==> src/rtl/mtte_pkg.sv <==
// Shared types, constants and the letter table of the multi-tap text entry unit.
// Used by mtte_ctrl, mtte_dp and multi_tap_text_entry_unit; depends on nothing.
package mtte_pkg;

  localparam int LINE_LENGTH     = 32;
  localparam int KEY_COUNT       = 9;
  localparam int LETTERS_PER_KEY = 3;
  localparam int ADDR_W          = $clog2(LINE_LENGTH);
  localparam int KEY_W           = $clog2(KEY_COUNT);

  localparam logic [8:0] CHORD_CLEAR = 9'h006;
  localparam logic [8:0] CHORD_MODE  = 9'h030;
  localparam logic [8:0] CHORD_BACK  = 9'h0C0;
  localparam logic [8:0] CHORD_SPACE = 9'h180;

  localparam logic [6:0] SPACE_CODE  = 7'h20;
  localparam logic [6:0] DIGIT_ONE   = 7'h31;

  localparam logic [5:0] CURSOR_NONE = 6'h3F;
  localparam logic [5:0] CURSOR_LAST = 6'(LINE_LENGTH - 1);
  localparam logic [ADDR_W-1:0] ADDR_LAST = ADDR_W'(LINE_LENGTH - 1);
  localparam logic [1:0] LETTER_LAST = 2'(LETTERS_PER_KEY - 1);

  typedef struct packed {
    logic load;
    logic exec;
    logic sweep;
    logic write;
    logic publish;
  } ctrl_cmd_t;

  typedef struct packed {
    logic no_result;
    logic need_sweep;
    logic sweep_last;
    logic out_busy;
  } dp_stat_t;

  function automatic logic [6:0] letter_code(input logic [KEY_W-1:0] k,
                                             input logic [1:0] li);
    logic [6:0] c0;
    logic [6:0] c1;
    logic [6:0] c2;
    begin
      c0 = SPACE_CODE;
      c1 = SPACE_CODE;
      c2 = SPACE_CODE;
      case (k)
        4'd0: begin c0 = 7'h2E; c1 = 7'h51; c2 = 7'h5A; end
        4'd1: begin c0 = 7'h41; c1 = 7'h42; c2 = 7'h43; end
        4'd2: begin c0 = 7'h44; c1 = 7'h45; c2 = 7'h46; end
        4'd3: begin c0 = 7'h47; c1 = 7'h48; c2 = 7'h49; end
        4'd4: begin c0 = 7'h4A; c1 = 7'h4B; c2 = 7'h4C; end
        4'd5: begin c0 = 7'h4D; c1 = 7'h4E; c2 = 7'h4F; end
        4'd6: begin c0 = 7'h50; c1 = 7'h52; c2 = 7'h53; end
        4'd7: begin c0 = 7'h54; c1 = 7'h55; c2 = 7'h56; end
        4'd8: begin c0 = 7'h57; c1 = 7'h58; c2 = 7'h59; end
        default: begin c0 = SPACE_CODE; c1 = SPACE_CODE; c2 = SPACE_CODE; end
      endcase
      case (li)
        2'd0:    letter_code = c0;
        2'd1:    letter_code = c1;
        2'd2:    letter_code = c2;
        default: letter_code = SPACE_CODE;
      endcase
    end
  endfunction

endpackage

==> src/rtl/mtte_ctrl.sv <==
// Controller state machine of the multi-tap text entry unit.
// Sequences load, execute, buffer sweep, buffer write and publish; uses mtte_pkg.
module mtte_ctrl (
  input  logic                clk,
  input  logic                rst_n,
  input  logic                in_valid,
  output logic                in_ready,
  input  mtte_pkg::dp_stat_t  stat,
  output mtte_pkg::ctrl_cmd_t cmd
);

  localparam logic [2:0] ST_IDLE    = 3'd0;
  localparam logic [2:0] ST_EXEC    = 3'd1;
  localparam logic [2:0] ST_SWEEP   = 3'd2;
  localparam logic [2:0] ST_WRITE   = 3'd3;
  localparam logic [2:0] ST_PUBLISH = 3'd4;

  logic [2:0] state_r;
  logic [2:0] state_nxt;

  always_comb begin
    state_nxt = state_r;
    cmd       = '0;
    in_ready  = 1'b0;
    case (state_r)
      ST_IDLE: begin
        in_ready = 1'b1;
        if (in_valid) begin
          cmd.load  = 1'b1;
          state_nxt = ST_EXEC;
        end
      end
      ST_EXEC: begin
        cmd.exec = 1'b1;
        if (stat.no_result) begin
          state_nxt = ST_IDLE;
        end else if (stat.need_sweep) begin
          state_nxt = ST_SWEEP;
        end else begin
          state_nxt = ST_WRITE;
        end
      end
      ST_SWEEP: begin
        cmd.sweep = 1'b1;
        if (stat.sweep_last) begin
          state_nxt = ST_WRITE;
        end
      end
      ST_WRITE: begin
        cmd.write = 1'b1;
        state_nxt = ST_PUBLISH;
      end
      ST_PUBLISH: begin
        if (!stat.out_busy) begin
          cmd.publish = 1'b1;
          state_nxt   = ST_IDLE;
        end
      end
      default: begin
        state_nxt = ST_IDLE;
      end
    endcase
  end

  always_ff @(posedge clk) begin
    if (!rst_n) begin
      state_r <= ST_IDLE;
    end else begin
      state_r <= state_nxt;
    end
  end

endmodule

==> src/rtl/mtte_dp.sv <==
// Datapath of the multi-tap text entry unit: line buffer, cursor, mode, BCD counter
// and result registers. Driven by commands from mtte_ctrl; uses mtte_pkg.
module mtte_dp (
  input  logic                       clk,
  input  logic                       rst_n,
  input  mtte_pkg::ctrl_cmd_t        cmd,
  output mtte_pkg::dp_stat_t         stat,
  input  logic [8:0]                 in_key_mask,
  input  logic                       in_restart,
  input  logic                       out_ready,
  output logic                       out_valid,
  output logic [15:0]                out_press_count_bcd,
  output logic                       out_number_mode,
  output logic signed [5:0]          out_cursor_pos,
  output logic                       out_buffer_cleared,
  output logic                       out_buffer_shifted,
  output logic                       out_char_written,
  output logic [4:0]                 out_char_pos,
  output logic [6:0]                 out_char_code
);

  localparam int AW = mtte_pkg::ADDR_W;
  localparam int KW = mtte_pkg::KEY_W;

  logic [8:0]    mask_r;
  logic          restart_r;
  logic [5:0]    cursor_r, cursor_nxt;
  logic [1:0]    li_r, li_nxt;
  logic [8:0]    prev_r, prev_nxt;
  logic          mode_r, mode_nxt;
  logic [15:0]   bcd_r, bcd_nxt;
  logic [6:0]    buf_r [mtte_pkg::LINE_LENGTH];
  logic [AW-1:0] sw_cnt_r;
  logic          sw_clear_r, sw_clear_nxt;
  logic          need_sweep;
  logic          res_cleared_r, res_cleared_nxt;
  logic          res_shifted_r, res_shifted_nxt;
  logic          res_written_r, res_written_nxt;
  logic [AW-1:0] res_pos_r, res_pos_nxt;
  logic [6:0]    res_code_r, res_code_nxt;
  logic          out_valid_r;

  always_comb begin
    logic          single;
    logic [KW-1:0] k;
    logic [5:0]    adv_cur;
    logic          adv_shift;
    logic [3:0]    d0, d1, d2, d3;
    cursor_nxt      = cursor_r;
    li_nxt          = li_r;
    prev_nxt        = prev_r;
    mode_nxt        = mode_r;
    bcd_nxt         = bcd_r;
    sw_clear_nxt    = 1'b0;
    need_sweep      = 1'b0;
    res_cleared_nxt = 1'b0;
    res_shifted_nxt = 1'b0;
    res_written_nxt = 1'b0;
    res_pos_nxt     = '0;
    res_code_nxt    = '0;
    single = (mask_r != '0) && ((mask_r & (mask_r - 9'd1)) == '0);
    k = '0;
    for (int i = 0; i < mtte_pkg::KEY_COUNT; i++) begin
      if (mask_r[i]) begin
        k = k | KW'(i);
      end
    end
    adv_shift = (cursor_r == mtte_pkg::CURSOR_LAST);
    adv_cur   = adv_shift ? mtte_pkg::CURSOR_LAST : cursor_r + 6'd1;
    d0 = bcd_r[3:0];
    d1 = bcd_r[7:4];
    d2 = bcd_r[11:8];
    d3 = bcd_r[15:12];
    if (d0 == 4'd9) begin
      d0 = 4'd0;
      if (d1 == 4'd9) begin
        d1 = 4'd0;
        if (d2 == 4'd9) begin
          d2 = 4'd0;
          d3 = (d3 == 4'd9) ? 4'd0 : d3 + 4'd1;
        end else begin
          d2 = d2 + 4'd1;
        end
      end else begin
        d1 = d1 + 4'd1;
      end
    end else begin
      d0 = d0 + 4'd1;
    end
    if (restart_r) begin
      cursor_nxt      = mtte_pkg::CURSOR_NONE;
      li_nxt          = '0;
      prev_nxt        = '0;
      mode_nxt        = 1'b0;
      bcd_nxt         = '0;
      sw_clear_nxt    = 1'b1;
      need_sweep      = 1'b1;
      res_cleared_nxt = 1'b1;
    end else if (mask_r != '0) begin
      bcd_nxt  = {d3, d2, d1, d0};
      prev_nxt = mask_r;
      if (mask_r == mtte_pkg::CHORD_CLEAR) begin
        cursor_nxt      = mtte_pkg::CURSOR_NONE;
        sw_clear_nxt    = 1'b1;
        need_sweep      = 1'b1;
        res_cleared_nxt = 1'b1;
      end else if (mask_r == mtte_pkg::CHORD_MODE) begin
        mode_nxt = ~mode_r;
        li_nxt   = '0;
      end else if (mask_r == mtte_pkg::CHORD_BACK) begin
        if (!cursor_r[5]) begin
          res_written_nxt = 1'b1;
          res_pos_nxt     = cursor_r[AW-1:0];
          res_code_nxt    = mtte_pkg::SPACE_CODE;
          cursor_nxt      = cursor_r - 6'd1;
        end
      end else if (mask_r == mtte_pkg::CHORD_SPACE) begin
        cursor_nxt      = adv_cur;
        need_sweep      = adv_shift;
        res_shifted_nxt = adv_shift;
        res_written_nxt = 1'b1;
        res_pos_nxt     = adv_cur[AW-1:0];
        res_code_nxt    = mtte_pkg::SPACE_CODE;
      end else if (single) begin
        res_written_nxt = 1'b1;
        if (mode_r) begin
          cursor_nxt      = adv_cur;
          need_sweep      = adv_shift;
          res_shifted_nxt = adv_shift;
          res_pos_nxt     = adv_cur[AW-1:0];
          res_code_nxt    = mtte_pkg::DIGIT_ONE + 7'(k);
        end else if (prev_r == mask_r && !cursor_r[5]) begin
          li_nxt       = (li_r >= mtte_pkg::LETTER_LAST) ? 2'd0 : li_r + 2'd1;
          res_pos_nxt  = cursor_r[AW-1:0];
          res_code_nxt = mtte_pkg::letter_code(k, li_nxt);
        end else begin
          li_nxt          = '0;
          cursor_nxt      = adv_cur;
          need_sweep      = adv_shift;
          res_shifted_nxt = adv_shift;
          res_pos_nxt     = adv_cur[AW-1:0];
          res_code_nxt    = mtte_pkg::letter_code(k, 2'd0);
        end
      end
    end
  end

  assign stat.no_result  = !restart_r && (mask_r == '0);
  assign stat.need_sweep = need_sweep;
  assign stat.sweep_last = (sw_cnt_r == mtte_pkg::ADDR_LAST);
  assign stat.out_busy   = out_valid_r && !out_ready;

  always_ff @(posedge clk) begin
    if (cmd.load) begin
      mask_r    <= in_key_mask;
      restart_r <= in_restart;
    end
    if (cmd.exec) begin
      res_cleared_r <= res_cleared_nxt;
      res_shifted_r <= res_shifted_nxt;
      res_written_r <= res_written_nxt;
      res_pos_r     <= res_pos_nxt;
      res_code_r    <= res_code_nxt;
      sw_clear_r    <= sw_clear_nxt;
    end
    if (cmd.publish) begin
      out_press_count_bcd <= bcd_r;
      out_number_mode     <= mode_r;
      out_cursor_pos      <= cursor_r;
      out_buffer_cleared  <= res_cleared_r;
      out_buffer_shifted  <= res_shifted_r;
      out_char_written    <= res_written_r;
      out_char_pos        <= res_written_r ? res_pos_r : '0;
      out_char_code       <= res_written_r ? res_code_r : '0;
    end
  end

  always_ff @(posedge clk) begin
    if (!rst_n) begin
      cursor_r    <= mtte_pkg::CURSOR_NONE;
      li_r        <= '0;
      prev_r      <= '0;
      mode_r      <= 1'b0;
      bcd_r       <= '0;
      sw_cnt_r    <= '0;
      out_valid_r <= 1'b0;
      for (int i = 0; i < mtte_pkg::LINE_LENGTH; i++) begin
        buf_r[i] <= mtte_pkg::SPACE_CODE;
      end
    end else begin
      if (cmd.exec) begin
        cursor_r <= cursor_nxt;
        li_r     <= li_nxt;
        prev_r   <= prev_nxt;
        mode_r   <= mode_nxt;
        bcd_r    <= bcd_nxt;
        sw_cnt_r <= '0;
      end
      if (cmd.sweep) begin
        sw_cnt_r <= sw_cnt_r + 1'b1;
        if (sw_clear_r || sw_cnt_r == mtte_pkg::ADDR_LAST) begin
          buf_r[sw_cnt_r] <= mtte_pkg::SPACE_CODE;
        end else begin
          buf_r[sw_cnt_r] <= buf_r[sw_cnt_r + 1'b1];
        end
      end
      if (cmd.write && res_written_r) begin
        buf_r[res_pos_r] <= res_code_r;
      end
      if (cmd.publish) begin
        out_valid_r <= 1'b1;
      end else if (out_ready) begin
        out_valid_r <= 1'b0;
      end
    end
  end

  assign out_valid = out_valid_r;

endmodule

==> src/rtl/multi_tap_text_entry_unit.sv <==
// Multi-tap keypad text entry unit, top level.
// Instantiates mtte_ctrl and mtte_dp; uses mtte_pkg.
//
// The input channel takes one item per key event: a 9-bit key mask and a restart
// flag. A nonzero mask or a restart gives exactly one result item on the output
// channel; a zero mask without restart gives none, changes no state and frees the
// input again once it has been decoded.
// An item passes from acceptance to the next acceptance through capture, then decode
// with the update of the cursor, mode and press counter, then the write of the
// character into the line buffer and the publish of the result.
// A clear, a restart or a cursor advance past the last position adds a buffer
// sweep over all 32 entries, one buffer entry per cycle.
// One item is worked on at a time; the next item may be accepted while a finished
// result waits in the output register, and the finished item after it waits in
// the datapath until the receiver takes the earlier one.
// After the synchronous reset the line buffer holds spaces, the cursor is -1,
// the block is in letter mode with a press count of zero and no result is held.
module multi_tap_text_entry_unit (
  input  logic              clk,
  input  logic              rst_n,
  input  logic              in_valid,
  output logic              in_ready,
  input  logic [8:0]        in_key_mask,
  input  logic              in_restart,
  output logic              out_valid,
  input  logic              out_ready,
  output logic [15:0]       out_press_count_bcd,
  output logic              out_number_mode,
  output logic signed [5:0] out_cursor_pos,
  output logic              out_buffer_cleared,
  output logic              out_buffer_shifted,
  output logic              out_char_written,
  output logic [4:0]        out_char_pos,
  output logic [6:0]        out_char_code
);

  mtte_pkg::ctrl_cmd_t cmd;
  mtte_pkg::dp_stat_t  stat;

  mtte_ctrl u_ctrl (
    .clk      (clk),
    .rst_n    (rst_n),
    .in_valid (in_valid),
    .in_ready (in_ready),
    .stat     (stat),
    .cmd      (cmd)
  );

  mtte_dp u_dp (
    .clk                 (clk),
    .rst_n               (rst_n),
    .cmd                 (cmd),
    .stat                (stat),
    .in_key_mask         (in_key_mask),
    .in_restart          (in_restart),
    .out_ready           (out_ready),
    .out_valid           (out_valid),
    .out_press_count_bcd (out_press_count_bcd),
    .out_number_mode     (out_number_mode),
    .out_cursor_pos      (out_cursor_pos),
    .out_buffer_cleared  (out_buffer_cleared),
    .out_buffer_shifted  (out_buffer_shifted),
    .out_char_written    (out_char_written),
    .out_char_pos        (out_char_pos),
    .out_char_code       (out_char_code)
  );

endmodule

==> config.mk <==
export PLATFORM = sky130hd
export DESIGN_NAME = multi_tap_text_entry_unit
export DESIGN_NICKNAME = d
export VERILOG_FILES = /design/src/rtl/mtte_pkg.sv /design/src/rtl/mtte_ctrl.sv /design/src/rtl/mtte_dp.sv /design/src/rtl/multi_tap_text_entry_unit.sv
export SDC_FILE = /design/constraint.sdc
export NUM_CORES = 1
export LEC_CHECK = 0
export BUFFER_PORTS_ARGS = -buffer_cell sky130_fd_sc_hd__buf_2
export CORE_MARGIN = 2
export CORE_UTILIZATION = 59
export CTS_CLUSTER_DIAMETER = 60
export DETAILED_ROUTE_END_ITERATION = 8
export PLACE_DENSITY = 0.76
export SYNTH_ARGS = -nofsm -noshare
export SYNTH_HDL_FRONTEND = slang
export SYNTH_SLANG_ARGS = --single-unit
==> constraint.sdc <==
create_clock -name clk -period 4.22 [get_ports clk]
set_input_delay 0.844 -clock clk [delete_from_list [all_inputs] [get_ports clk]]
set_output_delay 0.844 -clock clk [all_outputs]
set_load 0.02 [all_outputs]
==> results.py <==
metrics = {
    "timing": {
        "relSlewSlack": 0.2949,
        "post-route-period-util": 0.7231,
        "post-route-min-period_ns": 3.051,
        "fin_skew_ns": 0.02194,
        "setup_viol": 0,
        "max_freq_mhz": 327.7,
        "final_hold_viol_count": 0,
        "rsz0062_at_grt": "no",
        "tightest_slew_ns": 1.055,
        "fin_ws_ns": 1.169,
        "slew_viol_final": 0,
        "fin_tns_setup_ns": 0,
        "whs_ns": 0.4335,
    },
    "critical_path": {
        "crit_type": "flip-flop to flip-flop",
        "worstPathRequired_ns": 4.38,
        "critPathArrivalTime_ns": 3.21,
        "worstPathMaxFanout": 9,
        "startpoint_type": "flip-flop",
        "critPathCaptureType": "flip-flop",
    },
    "synthesis": {
        "netlist_instances": 520,
        "synth_edf_count": 63,
        "ys_types": 68,
        "ys_seq_area_frac": 0.5213,
        "yosys_register_bits": 106,
        "synth_top_area_cell": "edfxtp_1",
        "async_reset_ff_frac": 0,
        "synth.area.top_cells": "edfxtp_1, dfxtp_1, ha_1",
        "netlist_area_um2": 5280,
        "syn_area_per_cell_um2": 10.15,
        "yosysWarnings": 0,
        "yosys.area.top_type_share": 0.3583,
        "syn-num-nets": 551,
        "ys.flop_type": "edfxtp_1",
    },
    "placed_design": {
        "io_buffer_count": 53,
        "finalWeightedCongestion": 0.8765,
        "dpl_cell_area_um2": 5600,
        "dp.cells": 654,
        "pre_cts_ws_ns": 1.239,
        "hpwl_mm": 7.137,
    },
    "global_routing": {
        "antenna_found_initial": 0,
        "grt_pass1_vias": 3639,
        "grt_max_degree": 39,
        "grt_use_total": 0.2148,
        "grt_pass1_wl_mm": 17.11,
        "grt_overflow": 0,
    },
    "layout": {
        "final_util": 0.6651,
        "stdcell_count": 670,
        "stdcell_area_um2": 5801,
        "final_nets": 588,
        "drive_gt1_frac": 0.1619,
        "final-seq-area_um2": 2753,
        "area_growth_pct": 9.858,
        "multi_input_area_um2": 2327,
        "layout_common_cells": "edfxtp_1, buf_2, nand2_1",
        "n_antenna_cell": 0,
        "fillers": 654,
        "layout_commonest_cell": "edfxtp_1",
    },
    "power": {
        "netSwitchingPower_uw": 588.3,
        "ir_drop_mv": 0.1774,
        "pwr-share-clk": 0.300,
        "p_leak_nw": 2.148,
        "swShare": 0.2859,
        "p_total_mw": 2.058,
        "power.density_nw_per_um2": 354.7,
        "pwr-share-comb": 0.116,
        "intPower_mw": 1.469,
        "power_frac_seq": 0.583,
    },
    "drt": {
        "wl_per_cell_um": 15.42,
        "via_per_inst": 5.990,
        "vias": 4013,
        "drtPass1Iterations": 5,
        "drc": 0,
        "drt_wl_total_mm": 10.33,
        "drt-initial-drc-count": 302,
        "final_antenna_net_count": 0,
    },
    "clocking": {
        "postCtsSetupBuffers": 0,
        "insertion_delay_ns": 0.37,
        "tritoncts": "done",
        "cts_max_level": 3,
        "clockRootBuffer": "clkbuf_8",
        "clock_sinks": 106,
        "cts_buffer_depth": 2,
        "cts_resized": 0,
        "cts_made_buffers": 9,
        "clkTransAtPathRegs_ns": 0.11,
        "holdBufCountCts": 0,
    },
    "floorplan": {
        "rows": 34,
        "die_y_um": 98.60,
        "ios": 54,
        "die_w_um": 98.60,
        "core_area_um2": 8721,
        "initial_core_util": 0.6055,
        "die_area_um2": 9722,
    },
    "run_status": {
        "status": "complete, no violations",
    },
    "run": {
        "maxCapViolations": 0,
    },
    "hold_path": {
        "min_path_type": "flip-flop to flip-flop",
    },
}
## routing by layer
metal,up-vias,global-route usage,share of wire
met5,-,0,0
met3,22,0.03050,0.055
li1,1984,-,-
met1,1864,0.3119,0.47
met4,0,0.07271,0.018
met2,143,0.3349,0.46
## state kept, by name, indices dropped and copies added, names as in the netlist, 2 cells and up
name	flops
u_ctrl.state_r	3
u_dp.bcd_r	16
u_dp.cursor_r	6
u_dp.li_r	2
u_dp.mask_r	9
u_dp.out_char_code	7
u_dp.out_char_pos	5
u_dp.out_cursor_pos	6
u_dp.out_press_count_bcd	16
u_dp.prev_r	9
u_dp.res_code_r	7
u_dp.res_pos_r	5
u_dp.sw_cnt_r	5
## synth_stat cells (4+ instances only)
cell type,instances
clkbuf_1,28
ha_1,17
nor4_1,10
o21ai_0,24
xnor2_1,7
o21ai_1,4
nand3_1,18
nand4_1,6
nand3b_1,4
and2_1,18
mux2i_1,8
a31oi_1,5
nand2_1,45
a311oi_1,5
a21oi_1,38
xor2_1,11
inv_1,18
nor3_1,17
and3_1,10
edfxtp_1,63
nor2b_1,6
a211oi_1,7
dfxtp_1,43
nor2_1,41
## power groups by stage
stage	Combinational, mW	Clock [mW]	Sequential (mW)
final	0.240	0.618	1.20
after global placement	0.233	0	1.22
after floorplan	0.208	0	1.19
after CTS	0.238	0.626	1.20
after global routing	0.266	0.664	1.21
after detailed placement	0.237	0	1.22
## path summary, 6_finish.rpt
| kind | to | slack (ns) | cells past startpoint | startpoint |
|---|---|---|---|---|
| setup / recovery | u_dp.res_pos_r[4] | 1.17 | 7 | u_dp.mask_r[5] |
| hold / removal | u_dp.out_buffer_cleared | 0.43 | 0 | u_dp.res_cleared_r |
| setup reg to reg | u_dp.res_pos_r[4] | 1.17 | 7 | u_dp.mask_r[5] |
| hold reg to reg | u_dp.out_buffer_cleared | 0.43 | 0 | u_dp.res_cleared_r |
## cell type report
| type | instances | area share |
|---|---|---|
| Inverter | 18 | 0.01165 |
| Timing Repair Buffer | 60 | 0.05479 |
| Sequential cell | 106 | 0.4745 |
| Clock buffer | 9 | 0.02135 |
| Multi-Input combinational cell | 362 | 0.4012 |
| Tap cell | 108 | 0.02330 |
| Clock inverter | 7 | 0.01316 |
## logic make-up (layout without fill, tap and decap cells)
kind of cell / count (synthesis) / in the layout / synth area share
multiplexers: 10 / 10 / 0.01943
adder cells (fa/ha/maj): 17 / 17 / 0.04028
AND/OR/NAND/NOR: 195 / 195 / 0.1912
flip-flops: 106 / 106 / 0.5213
XOR/XNOR: 18 / 18 / 0.02986
AO/OA/AOI/OAI: 122 / 122 / 0.1576
buffers and inverters: 52 / 94 / 0.04028
## worst max-delay path, stage by stage, from the launching register on
cell      delay [ns]
edfxtp_1        0.52
nor2_1          0.48
nand3_1         0.25
nor3_1          0.60
nor3_1          0.23
nor4b_1         0.37
a21oi_1         0.08
a211oi_1        0.33
No activity file was read; power rests on OpenSTA's default activity.
